<file path="config.mk">
export PLATFORM = sky130hd
export DESIGN_NAME = strided_abs_sum_fp32_flat
export DESIGN_NICKNAME = d
export VERILOG_FILES = /design/src/sv/sasum_pkg.sv /design/src/sv/sasum_if.sv /design/src/sv/strided_abs_sum_fp32.sv /design/src/sv/sasum_front.sv /design/src/sv/sasum_queue.sv /design/src/sv/sasum_back.sv /design/src/flat_wrapper.sv
export SDC_FILE = /design/constraint.sdc
export NUM_CORES = 1
export LEC_CHECK = 0
export BUFFER_PORTS_ARGS = -buffer_cell sky130_fd_sc_hd__buf_2
export CAP_MARGIN = 20
export CORE_ASPECT_RATIO = 0.7
export CORE_UTILIZATION = 56
export DETAILED_ROUTE_END_ITERATION = 12
export GPL_TIMING_DRIVEN = 0
export PLACE_DENSITY = 0.84
export SYNTH_ARGS = -nofsm -noshare
export SYNTH_HDL_FRONTEND = slang
export SYNTH_SLANG_ARGS = --single-unit
</file>
<file path="constraint.sdc">
create_clock -name clk -period 13.4 [get_ports clk]
set_input_delay 2.68 -clock clk [delete_from_list [all_inputs] [get_ports clk]]
set_output_delay 2.68 -clock clk [all_outputs]
set_load 0.02 [all_outputs]
</file>
<file path="src/sv/sasum_pkg.sv">
`default_nettype none
package sasum_pkg;
	localparam int COUNT_BITS_DEF = 24;
	localparam int STRIDE_BITS = 16;
	localparam int WORD_BITS = 32;
	localparam int CFG_IDX_BITS = 1;
	localparam int CFG_DATA_BITS = 32;
	localparam logic [CFG_IDX_BITS-1:0] REG_ELEMENT_COUNT = 1'd0;
	localparam logic [CFG_IDX_BITS-1:0] REG_STRIDE = 1'd1;
	localparam logic [31:0] QNAN_BITS = 32'h7FC0_0000;
	localparam int QUEUE_DEPTH = 2;

	// kind of queued item
	typedef enum logic [1:0] {
		OP_ZERO = 2'd0,
		OP_ADD = 2'd1,
		OP_ADD_LAST = 2'd2
	} op_t;

	typedef struct packed {
		op_t op;
		logic [31:0] word;
	} task_t;

	function automatic logic is_nan(input logic [31:0] b);
		is_nan = (b[30:23] == 8'hFF) && (b[22:0] != 23'd0);
	endfunction

	// add two non-negative finite/inf floats, round to nearest even
	function automatic logic [31:0] fadd_pos(input logic [31:0] a, input logic [31:0] b);
		logic [31:0] x, y, r;
		logic [7:0] ex, ey, e;
		logic [26:0] mx, my, s2;
		logic [27:0] s;
		logic [7:0] d;
		logic st;
		logic [23:0] m;
		logic rb;
		logic [24:0] mr;
		logic [8:0] en;
		if (a[30:0] >= b[30:0]) begin
			x = a; y = b;
		end else begin
			x = b; y = a;
		end
		ex = x[30:23]; ey = y[30:23];
		r = 32'd0;
		mx = {(ex != 8'd0), x[22:0], 3'b000};
		my = {(ey != 8'd0), y[22:0], 3'b000};
		if (ex == 8'd0) ex = 8'd1;
		if (ey == 8'd0) ey = 8'd1;
		d = ex - ey;
		if (x[30:23] == 8'hFF) begin
			r = 32'h7F80_0000;
		end else begin
			if (d >= 8'd27) begin
				st = (my != 27'd0);
				my = {26'd0, st};
			end else begin
				st = ((my & ((27'd1 << d) - 27'd1)) != 27'd0);
				my = (my >> d) | {26'd0, st};
			end
			s = {1'b0, mx} + {1'b0, my};
			e = ex;
			if (s[27]) begin
				s2 = s[27:1] | {26'd0, s[0]};
				en = {1'b0, e} + 9'd1;
			end else begin
				s2 = s[26:0];
				en = {1'b0, e};
				// both operands non-negative: no cancellation, only subnormal sums
				if (!s2[26] && e == 8'd1) en = 9'd0;
			end
			m = s2[26:3];
			rb = s2[2] && (s2[1] || s2[0] || m[0]);
			mr = {1'b0, m} + {24'd0, rb};
			if (mr[24]) begin
				en = en + 9'd1;
				mr = mr >> 1;
			end else if (en == 9'd0 && mr[23]) begin
				en = 9'd1;
			end
			if (en >= 9'd255) r = 32'h7F80_0000;
			else r = {1'b0, en[7:0], mr[22:0]};
		end
		fadd_pos = r;
	endfunction
endpackage
`default_nettype wire

</file>
<file path="src/sv/sasum_if.sv">
`default_nettype none
interface sasum_if #(parameter int W = 32);
	logic valid;
	logic ready;
	logic [W-1:0] bits;
	modport source(output valid, output bits, input ready);
	modport sink(input valid, input bits, output ready);
endinterface
`default_nettype wire

</file>
<file path="src/sv/strided_abs_sum_fp32.sv">
// channel | dir | payload
// in_ch   | in  | value_bits [31:0]
// out_ch  | out | sum_bits [31:0]
// One word per cycle unless the output stalls; the combinational FP add in
// the back end closes the accumulator loop; each sum is registered in out_q.
// arst_n clears counters, accumulator, queue pointers; stride resets to 1.
// A stalled output fills the two-entry queue, then in_ch.ready drops.
`default_nettype none
module strided_abs_sum_fp32 #(
	parameter int COUNT_BITS = sasum_pkg::COUNT_BITS_DEF
) (
	input wire logic clk,
	input wire logic arst_n,
	input wire logic cfg_we,
	input wire logic [sasum_pkg::CFG_IDX_BITS-1:0] cfg_index,
	input wire logic [sasum_pkg::CFG_DATA_BITS-1:0] cfg_data,
	sasum_if.sink in_ch,
	sasum_if.source out_ch
);
	sasum_pkg::task_t wr_task, rd_task;
	logic push, full, ne, pop;

	sasum_front #(.COUNT_BITS(COUNT_BITS)) u_front (
		.clk, .arst_n, .cfg_we, .cfg_index, .cfg_data, .in_ch,
		.task_o(wr_task), .task_push(push), .task_full(full));
	sasum_queue u_queue (.clk, .arst_n, .wr_data(wr_task), .push, .full,
		.rd_data(rd_task), .not_empty(ne), .pop);
	sasum_back u_back (.clk, .arst_n, .task_i(rd_task), .task_valid(ne),
		.task_pop(pop), .out_ch);
endmodule
`default_nettype wire

</file>
<file path="src/sv/sasum_front.sv">
`default_nettype none
module sasum_front #(
	parameter int COUNT_BITS = sasum_pkg::COUNT_BITS_DEF
) (
	input wire logic clk,
	input wire logic arst_n,
	input wire logic cfg_we,
	input wire logic [sasum_pkg::CFG_IDX_BITS-1:0] cfg_index,
	input wire logic [sasum_pkg::CFG_DATA_BITS-1:0] cfg_data,
	sasum_if.sink in_ch,
	output sasum_pkg::task_t task_o,
	output logic task_push,
	input wire logic task_full
);
	logic [COUNT_BITS-1:0] count_q, taken_q;
	logic [sasum_pkg::STRIDE_BITS-1:0] stride_q, skip_q;
	logic acc;

	assign in_ch.ready = !task_full;
	assign acc = in_ch.valid && in_ch.ready;

	always_comb begin
		task_o.word = {1'b0, in_ch.bits[30:0]};
		task_push = 1'b0;
		task_o.op = sasum_pkg::OP_ADD;
		if (count_q == '0 || stride_q == '0) begin
			task_o.op = sasum_pkg::OP_ZERO;
			task_push = acc;
		end else if (skip_q == '0) begin
			task_push = acc;
			task_o.op = (taken_q + 1'b1 >= count_q) ? sasum_pkg::OP_ADD_LAST
				: sasum_pkg::OP_ADD;
		end
	end

	always_ff @(posedge clk or negedge arst_n) begin
		if (!arst_n) begin
			count_q <= '0;
			stride_q <= 16'd1;
			taken_q <= '0;
			skip_q <= '0;
		end else begin
			if (cfg_we && cfg_index == sasum_pkg::REG_ELEMENT_COUNT)
				count_q <= cfg_data[COUNT_BITS-1:0];
			if (cfg_we && cfg_index == sasum_pkg::REG_STRIDE)
				stride_q <= cfg_data[sasum_pkg::STRIDE_BITS-1:0];
			if (acc) begin
				if (task_o.op == sasum_pkg::OP_ZERO) begin
					taken_q <= '0;
					skip_q <= '0;
				end else if (skip_q != '0) begin
					skip_q <= skip_q - 1'b1;
				end else if (task_o.op == sasum_pkg::OP_ADD_LAST) begin
					taken_q <= '0;
					skip_q <= '0;
				end else begin
					taken_q <= taken_q + 1'b1;
					skip_q <= stride_q - 1'b1;
				end
			end
		end
	end

	a_push_needs_room: assert property (@(posedge clk) disable iff (!arst_n)
		task_push |-> !task_full) else $error("push into full queue");
	a_skip_no_push: assert property (@(posedge clk) disable iff (!arst_n)
		(acc && skip_q != '0 && count_q != '0 && stride_q != '0) |-> !task_push)
		else $error("skipped word pushed");
	a_last_clears: assert property (@(posedge clk) disable iff (!arst_n)
		(task_push && task_o.op == sasum_pkg::OP_ADD_LAST) |=> taken_q == '0)
		else $error("count not cleared");
endmodule
`default_nettype wire

</file>
<file path="src/sv/sasum_queue.sv">
`default_nettype none
module sasum_queue (
	input wire logic clk,
	input wire logic arst_n,
	input sasum_pkg::task_t wr_data,
	input wire logic push,
	output logic full,
	output sasum_pkg::task_t rd_data,
	output logic not_empty,
	input wire logic pop
);
	sasum_pkg::task_t mem_q [sasum_pkg::QUEUE_DEPTH];
	logic wp_q, rp_q;
	logic [1:0] cnt_q;

	assign full = cnt_q == 2'(sasum_pkg::QUEUE_DEPTH);
	assign not_empty = cnt_q != 2'd0;
	assign rd_data = mem_q[rp_q];

	always_ff @(posedge clk) begin
		if (push) mem_q[wp_q] <= wr_data;
	end

	always_ff @(posedge clk or negedge arst_n) begin
		if (!arst_n) begin
			wp_q <= 1'b0;
			rp_q <= 1'b0;
			cnt_q <= 2'd0;
		end else begin
			if (push) wp_q <= !wp_q;
			if (pop) rp_q <= !rp_q;
			cnt_q <= cnt_q + {1'b0, push} - {1'b0, pop};
		end
	end
endmodule
`default_nettype wire

</file>
<file path="src/sv/sasum_back.sv">
`default_nettype none
module sasum_back (
	input wire logic clk,
	input wire logic arst_n,
	input sasum_pkg::task_t task_i,
	input wire logic task_valid,
	output logic task_pop,
	sasum_if.source out_ch
);
	logic [31:0] acc_q, sum, out_q;
	logic out_v_q, emit;

	always_comb begin
		if (sasum_pkg::is_nan(acc_q) || sasum_pkg::is_nan(task_i.word)) sum = sasum_pkg::QNAN_BITS;
		else sum = sasum_pkg::fadd_pos(acc_q, task_i.word);
	end

	assign emit = task_i.op != sasum_pkg::OP_ADD;
	// hold the queue head while an emitting item finds the output slot taken
	assign task_pop = task_valid && (!emit || !out_v_q || out_ch.ready);
	assign out_ch.valid = out_v_q;
	assign out_ch.bits = out_q;

	always_ff @(posedge clk or negedge arst_n) begin
		if (!arst_n) begin
			acc_q <= '0;
			out_v_q <= 1'b0;
		end else begin
			if (out_ch.ready) out_v_q <= 1'b0;
			if (task_pop) begin
				unique case (task_i.op)
					sasum_pkg::OP_ZERO: begin
						acc_q <= '0;
						out_v_q <= 1'b1;
					end
					sasum_pkg::OP_ADD_LAST: begin
						acc_q <= '0;
						out_v_q <= 1'b1;
					end
					default: acc_q <= sum;
				endcase
			end
		end
	end

	always_ff @(posedge clk) begin
		if (task_pop && emit) out_q <= (task_i.op == sasum_pkg::OP_ZERO) ? 32'd0 : sum;
	end

	a_out_hold: assert property (@(posedge clk) disable iff (!arst_n)
		(out_v_q && !out_ch.ready) |=> $stable(out_q)) else $error("result changed");
	a_acc_positive: assert property (@(posedge clk) disable iff (!arst_n)
		!acc_q[31]) else $error("negative sum");
	a_emit_clears: assert property (@(posedge clk) disable iff (!arst_n)
		(task_pop && emit) |=> acc_q == '0) else $error("acc not cleared");
endmodule
`default_nettype wire

</file>
<file path="src/flat_wrapper.sv">
// flat-port wrapper written by rule: the top's interface ports become plain ports
module strided_abs_sum_fp32_flat 
#(
	parameter int COUNT_BITS = sasum_pkg::COUNT_BITS_DEF
)
  (clk, arst_n, cfg_we, cfg_index, cfg_data, in_ch_valid, in_ch_bits, in_ch_ready, out_ch_valid, out_ch_bits, out_ch_ready);
  sasum_if #(.W(sasum_pkg::WORD_BITS)) in_ch_i ();
  sasum_if #(.W(sasum_pkg::WORD_BITS)) out_ch_i ();
  input wire logic clk;
  input wire logic arst_n;
  input wire logic cfg_we;
  input wire logic [sasum_pkg::CFG_IDX_BITS-1:0] cfg_index;
  input wire logic [sasum_pkg::CFG_DATA_BITS-1:0] cfg_data;
  input wire logic [$bits(in_ch_i.valid)-1:0] in_ch_valid;
  input wire logic [$bits(in_ch_i.bits)-1:0] in_ch_bits;
  output wire logic [$bits(in_ch_i.ready)-1:0] in_ch_ready;
  output wire logic [$bits(out_ch_i.valid)-1:0] out_ch_valid;
  output wire logic [$bits(out_ch_i.bits)-1:0] out_ch_bits;
  input wire logic [$bits(out_ch_i.ready)-1:0] out_ch_ready;
  assign in_ch_i.valid = in_ch_valid;
  assign in_ch_i.bits = in_ch_bits;
  assign in_ch_ready = in_ch_i.ready;
  assign out_ch_valid = out_ch_i.valid;
  assign out_ch_bits = out_ch_i.bits;
  assign out_ch_i.ready = out_ch_ready;
  strided_abs_sum_fp32 #(.COUNT_BITS(COUNT_BITS)) u_core (.clk(clk), .arst_n(arst_n), .cfg_we(cfg_we), .cfg_index(cfg_index), .cfg_data(cfg_data), .in_ch(in_ch_i), .out_ch(out_ch_i));
endmodule
</file>
==> results_dict.tcl <==
set metrics [dict create \
    syn_to_final_growth_pct 15.4 \
    first_pass_iters 8 \
    root_buffer "clkbuf_16" \
    chipWidth_microns 213 \
    portBuffers 93 \
    cts_tree "yes" \
    synth_ff_type "dfrtp_1" \
    ys_ff_latch 213 \
    row_count 53 \
    syn_area_sq_um 17500 \
    drc 0 \
    synth_nets 2266 \
    synth_cell_types 97 \
    overflow 0 \
    grt_pass1_wl_mm 110 \
    synth_top_area_frac 0.167 \
    vias 19077 \
    path_buf_inv 17 \
    grt_max_degree 94 \
    max_cap_viol_count 0 \
    period_share 0.987 \
    async_flop_share 0.545 \
    h-tree-depth 1 \
    cts_made_buffers 22 \
    final_nets 2411 \
    min_period_ns 13.22 \
    cp_max_fo 19 \
    post_synth.cell_area_avg_sq_um 8.32 \
    max_slew.worst_pin.slew_ns 1.17 \
    max_freq_ghz 0.0756 \
    die_h_microns 150 \
    grt_usage 0.467 \
    worst_hold_slack_ns 0.513 \
    relSlewSlack 0.201 \
    setup_viol_count_final 0 \
    synth_area_leaders "edfxtp_1 17%, dfrtp_1 16%, ha_1 6.8%, nand2_1 5.9%, o21ai_0 5.6%" \
    clockBufferDepth 3 \
    slew_viol_final 0 \
    crit_path_end_kind "flip-flop" \
    grt_pass1_vias 17454 \
    clk_pin_slew_worst_paths_ns 0.07 \
    antenna_left 0 \
    crit_slowest_cell "a311oi_2" \
    tns_ns 0 \
    layout.cells.most_common "nand2_1" \
    clk_latency_ns 0.53 \
    synth-edff-count 97 \
    dieArea_sq_um 31900 \
    arrival_ns 13.60 \
    skew_ns 0.0161 \
    start_util 0.575 \
    drive_above_1_share 0.161 \
    syn-instance-count 2099 \
    fin_util 0.664 \
    hold_violations 0 \
    drtIter0Drc 3004 \
    synth_area_leader_cell "edfxtp_1" \
    yosysWarnings 0 \
    final_cell_mix "276 x nand2_1, 228 x nor2_1, 189 x o21ai_0" \
    hpwl_mm 56.8 \
    clock-sinks 213 \
    post_drt_via_cell_ratio 7.13 \
    antenna_found_initial 5 \
    min_path_type "flip-flop to flip-flop" \
    critPathKind "flip-flop to flip-flop" \
    crit_path_frequent_cell "buf_4" \
    gp_congestion 1.15 \
    status "completed" \
    yosysSeqAreaShare 0.333 \
    totalWireLength_mm 75.7 \
    core-area_sq_um 30400 \
    finalWorstSetupSlack_ns 0.175 \
    cp_slowest_stage_delay_ns 0.89 \
    startpoint_type "flip-flop" \
    worstPathRequired_ns 13.78 \
    io_pins 104 \
    wire_per_inst_microns 28.3 \
    pre_cts_slack_ns -4.67 \
    crit_family "compound AO/OA/AOI/OAI gates" \
]
state kept, by name (all words and copies together), names as in the netlist:
signal,count
u_core.u_queue.cnt_q,2
u_core.u_back.acc_q,31
u_core.u_front.skip_q,16
u_core.u_front.stride_q,16
u_core.u_queue.wp_q,1
u_core.u_queue.mem_q,66
u_core.u_back.out_ch.valid,1
u_core.u_front.taken_q,24
u_core.u_back.out_ch.bits,31
u_core.u_queue.rp_q,1
u_core.u_front.count_q,24
per-layer routing:
metal | track usage | vias up | wire length (microns)
li1 | - | 8047 | -
met1 | 0.687 | 9072 | 31300
met2 | 0.645 | 1688 | 29900
met3 | 0.142 | 262 | 11600
met4 | 0.153 | 8 | 2710
met5 | 0 | - | 169
final timing paths:
path | slack, ns | cells after the start | to | from
hold reg to reg | 0.51 | 2 | u_core.u_front.skip_q[3] | u_core.u_front.skip_q[3]
min in group asynchronous | 2.00 | 1 | u_core.u_front.taken_q[21] | arst_n
setup / recovery | 0.18 | 52 | u_core.u_back.out_ch.bits[21] | u_core.u_queue.rp_q
hold / removal | 0.51 | 2 | u_core.u_front.skip_q[3] | u_core.u_front.skip_q[3]
setup reg to reg | 0.18 | 52 | u_core.u_back.out_ch.bits[21] | u_core.u_queue.rp_q
max in group asynchronous | 10.61 | 2 | u_core.u_front.stride_q[0] | arst_n
kinds of logic after synthesis:
logic type	count (synthesis)	share of synthesized area
compound gates	600	0.226
xor+xnor	87	0.0436
fa+ha+maj	97	0.0703
buf+inv	168	0.0385
flops	213	0.333
mux	107	0.0684
other cells	1	0.000215
simple gates	826	0.220
layout make-up:
class,instances,area [sq um]
inverter,69,259
multi-input combinational,1718,11500
tap,412,515
clock buffer,35,712
clock inverter,5,56.3
buffer,94,593
sequential,213,5820
fill,2419,10200
antenna,3,7.51
timing repair buffer,126,741
tightest hold or removal path, delay by kind of cell, from the launching register on:
family	cells	cell delay (ns)
DFF	1	0.34
and+or+nand+nor	1	0.05
AOI/OAI and AO/OA	1	0.08
cells in the mapped netlist (all sizes together), types with 15 or more instances:
| master | count |
|---|---|
| nand2 | 276 |
| nor2 | 235 |
| o21ai | 210 |
| dfrtp | 115 |
| a21oi | 112 |
| edfxtp | 97 |
| ha | 95 |
| inv | 68 |
| clkbuf | 67 |
| nor3 | 67 |
| mux2i | 62 |
| nand3 | 44 |
| xnor2 | 44 |
| xor2 | 43 |
| mux2 | 39 |
| and3 | 35 |
| buf | 32 |
| a21o | 31 |
| a22o | 29 |
| nor4 | 29 |
| a211oi | 27 |
| nor2b | 26 |
| a31oi | 22 |
| or3 | 22 |
| nand4 | 21 |
| o211ai | 18 |
| and2 | 17 |
| o21a | 17 |
| nand2b | 15 |
| o31ai | 15 |
per-stage QoR:
step           instances  instance area (sq um)
2_1_floorplan       2099                  17500
3_3_place_gp        2604                  18500
3_5_place_dp        2615                  18600
4_1_cts             2659                  19900
5_1_grt             2672                  20100
6_report            2675                  20200
timing repair:
| action | in CTS | in global routing |
|---|---|---|
| hold buffers | 0 | 0 |
| setup endpoints to repair | 62 | 62 |
| gates resized for setup | 133 | 61 |
| buffers inserted | 5 | 16 |
| pin swaps | 10 | 22 |
Power is left out: the tool's default activity adds up to more than one toggle a clock period on the data nets, which glitch-free logic cannot reach.
